File: config.mk
export PLATFORM = sky130hd
export DESIGN_NAME = coap_retransmit_tracker
export DESIGN_NICKNAME = d
export VERILOG_FILES = /design/src/sv/crt_pkg.sv /design/src/sv/crt_ctrl.sv /design/src/sv/crt_dp.sv /design/src/sv/coap_retransmit_tracker.sv
export SDC_FILE = /design/constraint.sdc
export NUM_CORES = 1
export LEC_CHECK = 0
export BUFFER_PORTS_ARGS = -buffer_cell sky130_fd_sc_hd__buf_2
export CORE_MARGIN = 2
export CORE_UTILIZATION = 45
export DETAILED_ROUTE_END_ITERATION = 16
export GPL_TIMING_DRIVEN = 0
export HOLD_SLACK_MARGIN = 0.1
export PLACE_DENSITY_LB_ADDON = 0.12
export REMOVE_ABC_BUFFERS = 1
export SLEW_MARGIN = 10
export SYNTH_ARGS = -nofsm -noshare
export SYNTH_HDL_FRONTEND = slang
export SYNTH_HIERARCHICAL = 1
export SYNTH_SLANG_ARGS = --single-unit
File: constraint.sdc
create_clock -name clk -period 9.8 [get_ports clk]
set_input_delay 0.98 -clock clk [delete_from_list [all_inputs] [get_ports clk]]
set_output_delay 0.98 -clock clk [all_outputs]
set_load 0.01 [all_outputs]
File: src/sv/crt_pkg.sv
// ----------------------------------------------------------------------------
// crt_pkg
// Shared types, codes and constants for the confirmable-message
// retransmission tracker.
// ----------------------------------------------------------------------------
`default_nettype none

package crt_pkg;

  localparam int SLOT_COUNT_DEF = 4;

  localparam int IN_DATA_W  = 80;
  localparam int OUT_DATA_W = 56;
  localparam int SLOT_IDX_W = 2;

  localparam logic [15:0] ACK_BASE_RST   = 16'd2000;
  localparam logic [3:0]  RETX_LIMIT_RST = 4'd3;
  localparam logic [15:0] NEXT_MID_RST   = 16'd1;
  localparam logic [15:0] NEXT_TOK_RST   = 16'h0100;

  localparam logic [1:0] ACK_TYPE      = 2'd2;
  localparam logic [3:0] ACK_TOKEN_LEN = 4'd2;
  localparam logic [7:0] MIN_FRAME_LEN = 8'd8;

  typedef enum logic [1:0] {
    KIND_SEND = 2'd0,
    KIND_RX   = 2'd1,
    KIND_TICK = 2'd2,
    KIND_NONE = 2'd3
  } kind_t;

  typedef enum logic {
    CFG_ACK_BASE   = 1'b0,
    CFG_RETX_LIMIT = 1'b1
  } cfg_idx_t;

  typedef enum logic [2:0] {
    ST_IDLE,
    ST_DECODE,
    ST_SEND,
    ST_ACK,
    ST_TICK,
    ST_FLUSH
  } state_t;

  // One result word
  typedef struct packed {
    logic                  found;
    logic                  evt;
    logic [15:0]           mid;
    logic [15:0]           tok;
    logic [15:0]           dest;
    logic [SLOT_IDX_W-1:0] slot_index;
  } res_t;

  typedef struct packed {
    logic load;
    logic scan_clr;
    logic send;
    logic ack_step;
    logic tick_step;
    logic flush;
  } crt_cmd_t;

  typedef struct packed {
    kind_t kind;
    logic  ack_ok;
    logic  ack_hit;
    logic  scan_last;
    logic  tick_stall;
    logic  pend_valid;
    logic  out_free;
  } crt_stat_t;

endpackage

`default_nettype wire

File: src/sv/crt_ctrl.sv
// ----------------------------------------------------------------------------
// crt_ctrl
// Sequencer: accepts one word, decodes its kind and steps the datapath
// through send, ACK search, tick scan and result flush.
// ----------------------------------------------------------------------------
`default_nettype none

module crt_ctrl
  import crt_pkg::*;
(
  input  wire logic      clk,
  input  wire logic      rst_n,
  input  wire logic      in_tvalid,
  output logic           in_tready,
  input  wire crt_stat_t st,
  output crt_cmd_t       cmd
);

  state_t state_r, state_nxt;

  always_ff @(posedge clk) begin
    if (!rst_n) begin
      state_r <= ST_IDLE;
    end else begin
      state_r <= state_nxt;
    end
  end

  always_comb begin
    state_nxt = state_r;
    unique case (state_r)
      ST_IDLE: begin
        if (in_tvalid) state_nxt = ST_DECODE;
      end
      ST_DECODE: begin
        unique case (st.kind)
          KIND_SEND: state_nxt = ST_SEND;
          KIND_RX:   state_nxt = st.ack_ok ? ST_ACK : ST_IDLE;
          KIND_TICK: state_nxt = ST_TICK;
          default:   state_nxt = ST_IDLE;
        endcase
      end
      ST_SEND: state_nxt = ST_FLUSH;
      ST_ACK: begin
        if (st.ack_hit || st.scan_last) state_nxt = ST_IDLE;
      end
      ST_TICK: begin
        if (!st.tick_stall && st.scan_last) state_nxt = ST_FLUSH;
      end
      ST_FLUSH: begin
        if (!st.pend_valid || st.out_free) state_nxt = ST_IDLE;
      end
      default: state_nxt = ST_IDLE;
    endcase
  end

  always_comb begin
    cmd       = '0;
    in_tready = 1'b0;
    unique case (state_r)
      ST_IDLE: begin
        in_tready = 1'b1;
        cmd.load  = in_tvalid;
      end
      ST_DECODE: cmd.scan_clr  = 1'b1;
      ST_SEND:   cmd.send      = 1'b1;
      ST_ACK:    cmd.ack_step  = 1'b1;
      ST_TICK:   cmd.tick_step = 1'b1;
      ST_FLUSH:  cmd.flush     = 1'b1;
      default: ;
    endcase
  end

endmodule

`default_nettype wire

File: src/sv/crt_dp.sv
// ----------------------------------------------------------------------------
// crt_dp
// Datapath: slot table, ID and token counters, timeout check for the
// scanned slot, pending result and output register.
// ----------------------------------------------------------------------------
`default_nettype none

module crt_dp
  import crt_pkg::*;
#(
  parameter int SLOT_COUNT = SLOT_COUNT_DEF
)(
  input  wire logic                  clk,
  input  wire logic                  rst_n,
  input  wire crt_cmd_t              cmd,
  output crt_stat_t                  st,
  input  wire logic [IN_DATA_W-1:0]  in_tdata,
  input  wire logic [1:0]            in_tuser,
  input  wire logic                  cfg_we,
  input  wire logic                  cfg_addr,
  input  wire logic [15:0]           cfg_wdata,
  output logic                       out_tvalid,
  input  wire logic                  out_tready,
  output logic [OUT_DATA_W-1:0]      out_tdata,
  output logic [1:0]                 out_tuser,
  output logic                       out_tlast
);

  localparam int IDX_W = (SLOT_COUNT > 1) ? $clog2(SLOT_COUNT) : 1;

  // configuration
  logic [15:0] ack_base_r;
  logic [3:0]  retx_limit_r;

  // captured item
  kind_t       kind_r;
  logic [15:0] dest_r;
  logic [31:0] now_r;
  logic [7:0]  hdr_r;
  logic [15:0] rx_mid_r;
  logic [7:0]  flen_r;

  // slot table
  logic [SLOT_COUNT-1:0] slot_ready_r;
  logic [15:0]           slot_mid_r     [SLOT_COUNT];
  logic [15:0]           slot_dest_r    [SLOT_COUNT];
  logic [31:0]           slot_sent_r    [SLOT_COUNT];
  logic [3:0]            slot_retries_r [SLOT_COUNT];

  logic [15:0] next_mid_r, next_mid_nxt;
  logic [15:0] next_tok_r;
  logic [IDX_W-1:0] scan_r;

  res_t pend_r;
  logic pend_valid_r;
  res_t out_r;
  logic out_valid_r;
  logic out_last_r;

  logic             free_found;
  logic [IDX_W-1:0] free_idx;
  logic [15:0]      send_mid;
  res_t             send_res;
  res_t             retx_res;
  logic [31:0]      elapsed;
  logic [31:0]      timeout;
  logic             due;
  logic             drop;
  logic             emit;
  logic             out_free;
  logic             tick_stall;
  logic             ack_hit;

  // lowest free slot
  always_comb begin
    free_found = 1'b0;
    free_idx   = '0;
    for (int i = 0; i < SLOT_COUNT; i++) begin
      if (!free_found && !slot_ready_r[i]) begin
        free_found = 1'b1;
        free_idx   = IDX_W'(i);
      end
    end
  end

  // skip message ID zero
  always_comb begin
    if (next_mid_r == 16'd0) begin
      send_mid     = next_mid_r + 16'd1;
      next_mid_nxt = next_mid_r + 16'd2;
    end else begin
      send_mid     = next_mid_r;
      next_mid_nxt = next_mid_r + 16'd1;
    end
  end

  always_comb begin
    send_res.found      = free_found;
    send_res.evt        = 1'b0;
    send_res.mid        = send_mid;
    send_res.tok        = next_tok_r;
    send_res.dest       = dest_r;
    send_res.slot_index = free_found ? SLOT_IDX_W'(free_idx) : '0;
  end

  // Retries never exceed 15, so the shifted timeout fits in 31 bits.
  assign elapsed  = now_r - slot_sent_r[scan_r];
  assign timeout  = {16'd0, ack_base_r} << slot_retries_r[scan_r];
  assign due      = slot_ready_r[scan_r] && (elapsed >= timeout);
  assign drop     = due && (slot_retries_r[scan_r] >= retx_limit_r);
  assign emit     = due && !drop;
  assign out_free = !out_valid_r || out_tready;
  assign tick_stall = emit && pend_valid_r && !out_free;
  assign ack_hit  = slot_ready_r[scan_r] && (slot_mid_r[scan_r] == rx_mid_r);

  always_comb begin
    retx_res.found      = 1'b1;
    retx_res.evt        = 1'b1;
    retx_res.mid        = slot_mid_r[scan_r];
    retx_res.tok        = 16'd0;
    retx_res.dest       = slot_dest_r[scan_r];
    retx_res.slot_index = SLOT_IDX_W'(scan_r);
  end

  always_comb begin
    st.kind       = kind_r;
    st.ack_ok     = (flen_r >= MIN_FRAME_LEN) && (hdr_r[3:0] == ACK_TOKEN_LEN) &&
                    (hdr_r[5:4] == ACK_TYPE);
    st.ack_hit    = ack_hit;
    st.scan_last  = (scan_r == IDX_W'(SLOT_COUNT - 1));
    st.tick_stall = tick_stall;
    st.pend_valid = pend_valid_r;
    st.out_free   = out_free;
  end

  // control state
  always_ff @(posedge clk) begin
    if (!rst_n) begin
      ack_base_r   <= ACK_BASE_RST;
      retx_limit_r <= RETX_LIMIT_RST;
      slot_ready_r <= '0;
      next_mid_r   <= NEXT_MID_RST;
      next_tok_r   <= NEXT_TOK_RST;
      scan_r       <= '0;
      pend_valid_r <= 1'b0;
      out_valid_r  <= 1'b0;
      kind_r       <= KIND_NONE;
    end else begin
      if (cfg_we) begin
        unique case (cfg_idx_t'(cfg_addr))
          CFG_ACK_BASE:   ack_base_r   <= cfg_wdata;
          CFG_RETX_LIMIT: retx_limit_r <= cfg_wdata[3:0];
          default: ;
        endcase
      end

      if (out_tready) out_valid_r <= 1'b0;

      if (cmd.load) kind_r <= kind_t'(in_tuser);
      if (cmd.scan_clr) scan_r <= '0;

      if (cmd.send) begin
        next_mid_r   <= next_mid_nxt;
        next_tok_r   <= next_tok_r + 16'd1;
        pend_valid_r <= 1'b1;
        if (free_found) slot_ready_r[free_idx] <= 1'b1;
      end

      if (cmd.ack_step) begin
        if (ack_hit) slot_ready_r[scan_r] <= 1'b0;
        else         scan_r <= scan_r + IDX_W'(1);
      end

      if (cmd.tick_step && !tick_stall) begin
        scan_r <= scan_r + IDX_W'(1);
        if (drop) slot_ready_r[scan_r] <= 1'b0;
        if (emit) begin
          pend_valid_r <= 1'b1;
          // push the earlier result out, it is not the last one
          if (pend_valid_r) out_valid_r <= 1'b1;
        end
      end

      if (cmd.flush && pend_valid_r && out_free) begin
        out_valid_r  <= 1'b1;
        pend_valid_r <= 1'b0;
      end
    end
  end

  // payload
  always_ff @(posedge clk) begin
    if (cmd.load) begin
      dest_r   <= in_tdata[15:0];
      now_r    <= in_tdata[47:16];
      hdr_r    <= in_tdata[55:48];
      rx_mid_r <= in_tdata[71:56];
      flen_r   <= in_tdata[79:72];
    end

    if (cmd.send) begin
      pend_r <= send_res;
      if (free_found) begin
        slot_mid_r[free_idx]     <= send_mid;
        slot_dest_r[free_idx]    <= dest_r;
        slot_sent_r[free_idx]    <= now_r;
        slot_retries_r[free_idx] <= 4'd0;
      end
    end

    if (cmd.tick_step && !tick_stall && emit) begin
      pend_r                 <= retx_res;
      slot_sent_r[scan_r]    <= now_r;
      slot_retries_r[scan_r] <= slot_retries_r[scan_r] + 4'd1;
      if (pend_valid_r) begin
        out_r      <= pend_r;
        out_last_r <= 1'b0;
      end
    end

    if (cmd.flush && pend_valid_r && out_free) begin
      out_r      <= pend_r;
      out_last_r <= 1'b1;
    end
  end

  assign out_tvalid = out_valid_r;
  assign out_tdata  = {6'd0, out_r.slot_index, out_r.dest, out_r.tok, out_r.mid};
  assign out_tuser  = {out_r.found, out_r.evt};
  assign out_tlast  = out_last_r;

  a_send_mid_nonzero: assert property (@(posedge clk) disable iff (!rst_n)
    out_valid_r && !out_r.evt |-> out_r.mid != 16'd0)
    else $error("first send carries message ID zero");

  a_retx_fields: assert property (@(posedge clk) disable iff (!rst_n)
    out_valid_r && out_r.evt |-> out_r.found && out_r.tok == 16'd0)
    else $error("retransmission without slot or with a token");

  a_stall_holds_scan: assert property (@(posedge clk) disable iff (!rst_n)
    cmd.tick_step && tick_stall |=> $stable(scan_r) && $stable(pend_r))
    else $error("tick scan advanced while the pending result was blocked");

  a_claim_sets_ready: assert property (@(posedge clk) disable iff (!rst_n)
    cmd.send && free_found |=> slot_ready_r[$past(free_idx)])
    else $error("claimed slot not marked ready");

endmodule

`default_nettype wire

File: src/sv/coap_retransmit_tracker.sv
// ----------------------------------------------------------------------------
// coap_retransmit_tracker
// Confirmable-message slot table with exponential-backoff retransmission.
// ----------------------------------------------------------------------------
// Channel  Direction  Handshake              Contents
// in_      slave      tvalid/tready          kind on tuser, frame/send fields
// out_     master     tvalid/tready/tlast    send or retransmit result
// cfg_     write      cfg_we                 ack_timeout_base_ms, limit
//
// A send steps through accept, decode, claim and flush. A received frame
// is decoded, then a valid ACK searches at most SLOT_COUNT slots in turn;
// a tick is decoded, scans each slot through the single timeout compare
// and flushes. A stalled output holds the tick scan when a second result
// is found. Reset is synchronous, active low and frees every slot at once.
// ----------------------------------------------------------------------------
`default_nettype none

module coap_retransmit_tracker
  import crt_pkg::*;
#(
  parameter int SLOT_COUNT = SLOT_COUNT_DEF
)(
  input  wire logic                  clk,
  input  wire logic                  rst_n,
  input  wire logic                  in_tvalid,
  output logic                       in_tready,
  // dest_node[15:0], now_ms[47:16], header_byte[55:48],
  // rx_message_id[71:56], frame_len[79:72]
  input  wire logic [IN_DATA_W-1:0]  in_tdata,
  // kind[1:0]
  input  wire logic [1:0]            in_tuser,
  output logic                       out_tvalid,
  input  wire logic                  out_tready,
  // message_id[15:0], token_value[31:16], dest_out[47:32],
  // slot_index[49:48], zero[55:50]
  output logic [OUT_DATA_W-1:0]      out_tdata,
  // event_res[0], slot_found[1]
  output logic [1:0]                 out_tuser,
  output logic                       out_tlast,
  input  wire logic                  cfg_we,
  input  wire logic                  cfg_addr,
  input  wire logic [15:0]           cfg_wdata
);

  crt_cmd_t  cmd;
  crt_stat_t st;

  crt_ctrl u_ctrl (
    .clk       (clk),
    .rst_n     (rst_n),
    .in_tvalid (in_tvalid),
    .in_tready (in_tready),
    .st        (st),
    .cmd       (cmd)
  );

  crt_dp #(
    .SLOT_COUNT (SLOT_COUNT)
  ) u_dp (
    .clk        (clk),
    .rst_n      (rst_n),
    .cmd        (cmd),
    .st         (st),
    .in_tdata   (in_tdata),
    .in_tuser   (in_tuser),
    .cfg_we     (cfg_we),
    .cfg_addr   (cfg_addr),
    .cfg_wdata  (cfg_wdata),
    .out_tvalid (out_tvalid),
    .out_tready (out_tready),
    .out_tdata  (out_tdata),
    .out_tuser  (out_tuser),
    .out_tlast  (out_tlast)
  );

endmodule

`default_nettype wire

==> results of run 1 <==
## Yosys cell counts, types with 20 or more instances
cell type / number / share of area (%)
a21o_1: 32 / 1.1
a21oi_1: 60 / 1.3
and2_1: 30 / 0.83
and3_1: 21 / 0.58
buf_2: 20 / 0.44
clkbuf_1: 42 / 0.70
dfxtp_1: 84 / 7.4
edfxtp_1: 433 / 57
ha_1: 76 / 4.2
inv_1: 89 / 1.5
mux2i_1: 100 / 4.4
mux4_2: 64 / 6.4
nand2_1: 132 / 2.2
nand3_1: 32 / 0.71
nand4_1: 20 / 0.55
nor2_1: 49 / 0.81
o21ai_0: 39 / 0.86
xnor2_1: 53 / 2.0
## path summary, 6_finish.rpt
check	start	end	slack, ns
setup / recovery	u_dp/scan_r[0]	u_dp/slot_sent_r[0][12]	2.35
hold / removal	u_dp/pend_r[47]	u_dp/out_tdata[13]	0.42
setup reg to reg	u_dp/scan_r[0]	u_dp/slot_sent_r[0][12]	2.35
hold reg to reg	u_dp/pend_r[47]	u_dp/out_tdata[13]	0.42
## metrics by stage
stage                     power [uW]  hold WS [ns]  cells
after global placement          2790         0.402   2312
after global routing            5150         0.422   2441
after detailed placement        2790         0.405   2338
final                           4960         0.415   2441
after CTS                       5030         0.420   2441
after floorplan                 2700         0.400   1487
## state kept, by name, summed over array words and instances, names as in the netlist, 16 cells and up
register             cells
u_dp/next_tok_r         16
u_dp/out_tdata          50
u_dp/slot_sent_r       128
u_dp/slot_dest_r        64
u_dp/ack_base_r         16
u_dp/now_r              32
u_dp/next_mid_r         16
u_dp/slot_retries_r     16
u_dp/rx_mid_r           16
u_dp/pend_r             52
u_dp/dest_r             16
u_dp/slot_mid_r         64
## cell usage in the layout, fill, tap and decap left out, types with 5 or more instances in the layout
cell,synthesis,layout
buf_12,0,7
clkinv_1,0,6
nor3_1,8,8
dfxtp_1,84,82
a21o_1,32,28
bufinv_16,0,10
and4_1,5,5
o211ai_1,6,6
xnor2_1,53,53
o21ai_0,39,38
nand3_1,32,31
a211oi_1,5,5
o21bai_1,5,5
xor2_1,16,16
buf_6,5,7
clkinv_2,0,10
nor2_1,49,47
mux4_2,64,64
edfxtp_1,433,433
inv_1,89,89
and2_1,30,29
and3_1,21,20
mux2i_1,100,100
clkbuf_8,0,8
buf_2,20,153
a21boi_0,16,16
nor2b_1,15,13
nand4_1,20,20
a21oi_1,60,60
or2_2,5,5
mux2_2,8,8
ha_1,76,76
clkbuf_1,42,9
buf_16,0,10
clkbuf_16,0,55
nand2b_1,10,9
conb_1,1,6
nand2_1,132,132
## power by group through the flow
stage | registers, uW | logic (uW) | clock network [uW]
floorplan | 2500 | 197 | 0
global placement | 2520 | 272 | 0
detailed placement | 2510 | 284 | 0
CTS | 2460 | 287 | 2280
global route | 2470 | 322 | 2360
finish | 2460 | 284 | 2220
## critical path, cell delays in order, from the launching register on
cell and delay (ns):
dfxtp_4 0.58, buf_12 0.28, buf_16 0.32, mux4_2 0.29
ha_1 0.17, inv_1 0.06, fa_1 0.43, a211oi_1 0.38
o211ai_1 0.22, a2111oi_1 0.61, o31ai_2 0.19, a21oi_2 0.25
o31ai_1 0.17, nand4_1 0.13, nand4b_1 0.11, a21oi_1 0.19
xnor2_1 0.09, ha_1 0.29, nand3_1 0.09, o31a_1 0.36
a21oi_2 0.25, and3_2 0.71, a21o_2 0.62, buf_12 0.25
## per-layer routing
layer,vias to the layer above,wire length (um)
li1,6156,-
met1,6244,21700
met2,228,21600
met3,65,1990
met4,0,1120
met5,-,0
## final cells by class
| class | instances | share of cell area, % |
|---|---|---|
| sequential | 517 | 55.5 |
| multi-input combinational | 881 | 27.7 |
| clock buffer | 72 | 5.75 |
| timing repair buffer | 179 | 4.85 |
| tap | 672 | 3.18 |
| clock inverter | 31 | 1.73 |
| inverter | 89 | 1.26 |
## cells by family (layout without fill, tap and decap cells)
group	Yosys count	after routing	share of synthesized area [%]
AOI/OAI and AO/OA	198	198	5.66
xor gates and xnor gates	70	70	2.74
adders and majority gates	77	77	4.28
buffers and inverters	174	371	3.37
DFF	517	517	64.8
muxes	176	176	11.4
other	1	6	0.0165
and+or+nand+nor	354	354	7.82
==> impl_metrics.csv, run 1 <==
group,metric,value,unit
global_route,grt-ovfl-total,0,
clock_network,cts_htree_levels,2,
floorplan,die_x,228,um
placed_design,dp_hpwl,30600,um
pwr,vdd_ir_drop_max,0.124,mV
clock_network,root_buffer,"clkbuf_16",
timing,fin_crit_sh,76.0,%
timing,setup_viol,0,
global_route,grt_max_degree,67,
clock_network,cts_resized,0,
clock_network,cts_tree,"yes",
worst_hold_path,worst_hold_path_type,"flip-flop to flip-flop",
global_route,grt_use_total,18.0,%
timing,setup_ws,2.35,ns
clock_network,worstSkewPairLatency,0.61,ns
floorplan,fp-row-count,82,
finish,register_area,0.0147,mm^2
global_route,grt_pass1_vias,13082,
floorplan,ioPinCount,165,
floorplan,design.core.area,0.0500,mm^2
global_route,gr-usage-met3,3.12,%
pwr,switching_power,1050,uW
route,drc,0,
timing,finalClockSkew,0.0218,ns
timing,period_minus_slack,7.45,ns
pwr,intPower,3910,uW
pwr,p_comb_share,5.7,%
global_route,use_met2,29.3,%
setup_path,r2r_cells,23,
setup_path,path_class,"flip-flop to flip-flop",
timing,rsz0062_at_grt,"false",
route,dr.pass1.iters,7,
timing,tightest_slew,1.26,ns
finish,multiInputGateArea,0.00732,mm^2
global_route,grt_first_pass_wirelength,73500,um
synth,synth_cell_types,72,
pwr,power.share.sequential,49.6,%
timing,max_freq,134,MHz
placed_design,place_area,0.0245,mm^2
route,wire_per_inst,19.0,um
pwr,p_per_area,188,mW/mm^2
placed_design,io_buffers,153,
floorplan,dieArea,0.0522,mm^2
synth,yosysWarnings,6,
clock_network,clock_sinks,517,
floorplan,initial_core_util,45.4,%
timing,final_hold_viol_count,0,
finish,nets,1904,
timing,tns,0,ns
synth,synthCells,1567,
finish,fillers,4138,
synth,synthArstFlopShare,0,%
route,vias,12693,
pwr,p_clk_share,44.7,%
finish,antenna_cells,0,
setup_path,start_kind,"flip-flop",
placed_design,routabilityCongestion,0.790,
worst_hold_path,hold_path_depth,0,
floorplan,chipHeight,228,um
clock_network,numCtsBuffers,55,
placed_design,pre_cts_ws,2.20,ns
global_route,gr-max-usage-layer,"met2",
synth,synth_top_flop_cell,"edfxtp_1",
pwr,sw_frac_of_total,21.2,%
setup_path,path_max_fanout,40,
route,drtIter0Drc,706,
route,via_per_inst,5.20,
synth,ys_seq_area_share,64.8,%
synth,synth-edff-count,433,
clock_network,post_cts_buffers,0,
clock_network,holdBufCountCts,0,
synth,syn_avg_cell_area,14.5,um^2
setup_path,crit_arrival,7.75,ns
route,final_antenna_net_count,0,
synth,ys_ff_latch,517,
global_route,antenna_found_initial,0,
finish,area_delta_synth_final,16.6,%
route,wirelength,46400,um
global_route,grt_use_met1,24.7,%
pwr,p_leak,0.00980,uW
synth,syn_area,0.0227,mm^2
setup_path,worstSetupEndpointType,"flip-flop",
finish,final_cell_area,0.0264,mm^2
finish,drive_above_1_share,21.3,%
run_status,status,"finished clean",
timing,drv_slew,0,
run,drv_cap,0,
timing,max_slew_margin,15.8,%
setup_path,required,10.10,ns
clock_network,clock_tree.buffer_depth,3,
clock_network,clkTransAtPathRegs,0.06,ns
finish,fin_util,52.9,%
Note: power is estimated with default switching activity, not from simulation.
==> run 2, diff against run 1 <==
--- a/config.mk
+++ b/config.mk
@@ -5,6 +5,7 @@
 export SDC_FILE = /design/constraint.sdc
 export NUM_CORES = 1
 export LEC_CHECK = 0
+export ABC_AREA = 1
 export BUFFER_PORTS_ARGS = -buffer_cell sky130_fd_sc_hd__buf_2
 export CORE_MARGIN = 2
 export CORE_UTILIZATION = 45
==> constraint.sdc (replaced) <==
create_clock -name clk -period 7.7 [get_ports clk]
set_input_delay 0.77 -clock clk [delete_from_list [all_inputs] [get_ports clk]]
set_output_delay 0.77 -clock clk [all_outputs]
set_load 0.01 [all_outputs]
==> run 2 against run 1 <==
Compared with the run above: clock power is 21% higher; non-clock buffer count down 2; fmax increased by 9.2%; flip-flop and latch count unchanged; clock skew up 0.0089 ns; sequential share of layout area shrank 0.77 points; cell area is 1.4% higher; combinational power is 120% higher; synthesized cell count grew 41%; die area grew 2.3%; register-to-register slack worse by 1.5 ns.
==> impl_metrics.csv, run 2 <==
group,metric,value,unit
route,wirelength,52900,um
synth,synth.most_common_cell,"nand2_1",
clock_network,cts_htree_levels,2,
setup_path,worst-path-buf-inv,5,
synth,ys_ff_latch,517,
setup_path,start_kind,"flip-flop",
setup_path,slowest_stage,"inv_1",
timing,tightest_slew,0.840,ns
floorplan,fp-row-count,83,
synth,syn_area,0.0232,mm^2
timing,max_slew_margin,43.8,%
finish,antenna_cells,0,
global_route,grt_use_total,19.8,%
route,wire_per_inst,17.3,um
floorplan,dieArea,0.0534,mm^2
setup_path,crit_arrival,7.13,ns
pwr,sw_frac_of_total,23.7,%
clock_network,clock_sinks,517,
pwr,p_comb_share,9.5,%
timing,period_minus_slack,6.82,ns
setup_path,path_class,"flip-flop to flip-flop",
route,final_antenna_net_count,0,
pwr,switching_power,1540,uW
global_route,grt-ovfl-total,0,
setup_path,crit_start,"u_dp/scan_r[0]",
synth,ys_top_cells_by_count,"nand2_1 (529), edfxtp_1 (433), o21ai_0 (196), inv_1 (182), a21oi_1 (135)",
synth,synth.top_cell.area_share,56.0,%
run_status,status,"finished clean",
clock_network,root_buffer,"clkbuf_16",
setup_path,required,8.01,ns
route,via_per_inst,5.23,
finish,reg_top3,"u_dp/slot_sent_r (128), u_dp/slot_dest_r (64), u_dp/slot_mid_r (64)",
run,drv_cap,0,
timing,setup_viol,0,
worst_hold_path,hold_path_depth,1,
placed_design,io_buffers,153,
pwr,power.share.sequential,49.2,%
synth,synth_top_cell_by_area,"edfxtp_1",
clock_network,clkTransAtPathRegs,0.06,ns
synth,synthArstFlopShare,0,%
timing,drv_slew,0,
synth,synthCells,2209,
finish,area_delta_synth_final,15.5,%
setup_path,worstSetupEndpointType,"flip-flop",
placed_design,routabilityCongestion,0.870,
pwr,p_per_area,242,mW/mm^2
finish,fin_util,52.4,%
setup_path,cpMostUsedCell,"nand2_1",
route,drc,0,
clock_network,worstSkewPairLatency,0.62,ns
clock_network,numCtsBuffers,54,
finish,final_cell_mix,"nand2_1 (525), edfxtp_1 (433), o21ai_0 (193), inv_1 (178), buf_2 (153)",
global_route,grt_max_degree,82,
finish,nets,2516,
finish,drive_above_1_share,12.9,%
synth,synth-edff-count,433,
setup_path,cpLargestDelayFamily,"simple AND/OR/NAND/NOR gates",
worst_hold_path,min_from,"in_tdata[21]",
worst_hold_path,worst_hold_path_type,"input port to flip-flop",
timing,fin_crit_sh,88.6,%
pwr,p_clk_share,41.3,%
setup_path,path_max_fanout,81,
route,drtIter0Drc,1031,
timing,rsz0062_at_grt,"false",
clock_network,holdBufCountCts,0,
pwr,vdd_ir_drop_max,0.180,mV
timing,max_freq,147,MHz
placed_design,dp_hpwl,35200,um
route,dr.pass1.iters,5,
floorplan,ioPinCount,165,
synth,synth_top_flop_cell,"edfxtp_1",
setup_path,r2r_cells,27,
setup_path,crit_cells,27,
pwr,total_power,6500,uW
placed_design,place_area,0.0250,mm^2
timing,whs,0.326,ns
global_route,antenna_found_initial,2,
setup_path,cpPeakStageDelay,0.70,ns
clock_network,cts_tree,"yes",
finish,largest_register_ff_count,128,
synth,ys_seq_area_share,63.2,%
global_route,grt_first_pass_wirelength,83800,um
timing,final_hold_viol_count,0,
route,vias,16000,
clock_network,post_cts_buffers,0,
synth,synth_cell_types,48,
floorplan,die_x,231,um
floorplan,chipHeight,231,um
synth,ys_top_cells_by_area,"edfxtp_1 (56%), nand2_1 (8.6%), dfxtp_1 (7.2%), o21ai_0 (4.2%), ha_1 (4.1%)",
finish,largest_register,"u_dp/slot_sent_r",
finish,final_common_cell,"nand2_1",
timing,finalClockSkew,0.0307,ns
clock_network,clock_tree.buffer_depth,3,
floorplan,initial_core_util,45.3,%
synth,syn_avg_cell_area,10.5,um^2
floorplan,design.core.area,0.0512,mm^2
pwr,p_leak,0.0103,uW
pwr,intPower,4960,uW
global_route,grt_pass1_vias,15889,
finish,final_cell_area,0.0268,mm^2
synth,yosysWarnings,6,
setup_path,rr_startpoint,"u_dp/scan_r[0]",
run 2: cell count changes after synthesis, sizes merged, moves of 31 or more:
cell,before,now
nand2,132,537
o21ai,43,197
inv,89,186
mux2i,100,5
nor2,49,131
a21oi,62,137
mux4,64,0
nand3,32,90
clkbuf,42,84
xnor2,54,17
and2,31,0
run 2: cell families (layout without fill, tap and decap cells):
kind of cell	Yosys count	count (layout)	synth area share, %
compound gates	417	417	10.1
xor+xnor	52	52	1.96
fa+ha+maj	77	77	4.18
buf+inv	300	467	5.15
flops	517	517	63.2
mux	5	5	0.216
other cells	1	6	0.0162
simple gates	840	840	15.1
run 2: layout make-up:
type | count | area, um^2
fill | 4493 | 24400
sequential | 517 | 14700
multi-input combinational | 1397 | 7460
clock buffer | 69 | 1420
timing repair buffer | 177 | 1260
tap | 680 | 851
inverter | 188 | 716
clock inverter | 33 | 432
run 2: final timing paths:
check | endpoint | slack [ns]
max | u_dp/slot_sent_r[1][5] | 0.88
min | u_dp/now_r[5] | 0.33
max reg2reg | u_dp/slot_sent_r[1][5] | 0.88
min reg2reg | u_dp/out_tdata[45] | 0.42
run 2: stage by stage:
stage	worst slack [ns]	instances	TNS, ns
2_1_floorplan	-2.98	2102	-647.09
3_3_place_gp	-10.71	2935	-2768.70
3_5_place_dp	0.529	2959	0
4_1_cts	0.523	3061	0
5_1_grt	0.306	3061	0
6_report	0.881	3061	0
run 2: worst register-to-register path, stage by stage, from the launching register on:
cell	delay, ns
dfxtp_4	0.47
buf_16	0.26
inv_6	0.61
buf_16	0.35
nand2_1	0.12
nand3_1	0.08
nand2_1	0.49
inv_1	0.70
o21ai_0	0.24
or2_2	0.32
ha_1	0.29
a21oi_1	0.07
nor2_1	0.08
nor3_1	0.05
nand2_1	0.07
nand2_1	0.05
nand2_1	0.06
nand2_1	0.05
nand2_1	0.06
nand2_1	0.05
nand2_1	0.09
nand2_1	0.06
nand2_1	0.14
nand3b_1	0.19
nor3b_4	0.56
nand2_2	0.22
nand2_2	0.52
buf_16	0.25
run 2: repair_timing:
item / in CTS / in global routing
endpoints found under the setup margin: 0 / 34
hold endpoints to repair: 0 / 0
gates resized for setup: 0 / 1
run 2: routing by layer:
| layer | track usage [%] | part of all wire, % | vias to the layer above |
|---|---|---|---|
| li1 | - | - | 7911 |
| met1 | 26.0 | 45 | 7723 |
| met3 | 2.85 | 3.8 | 75 |
| met2 | 34.3 | 49 | 287 |
| met4 | 5.69 | 1.8 | 4 |
| met5 | 0 | 0.042 | - |
run 2: power by group through the flow:
stage	registers, uW	clock network, uW	logic [uW]
after global routing	3210	2860	718
after global placement	3270	0	585
after CTS	3200	2760	625
final	3200	2680	620
after floorplan	3240	0	435
after detailed placement	3260	0	621
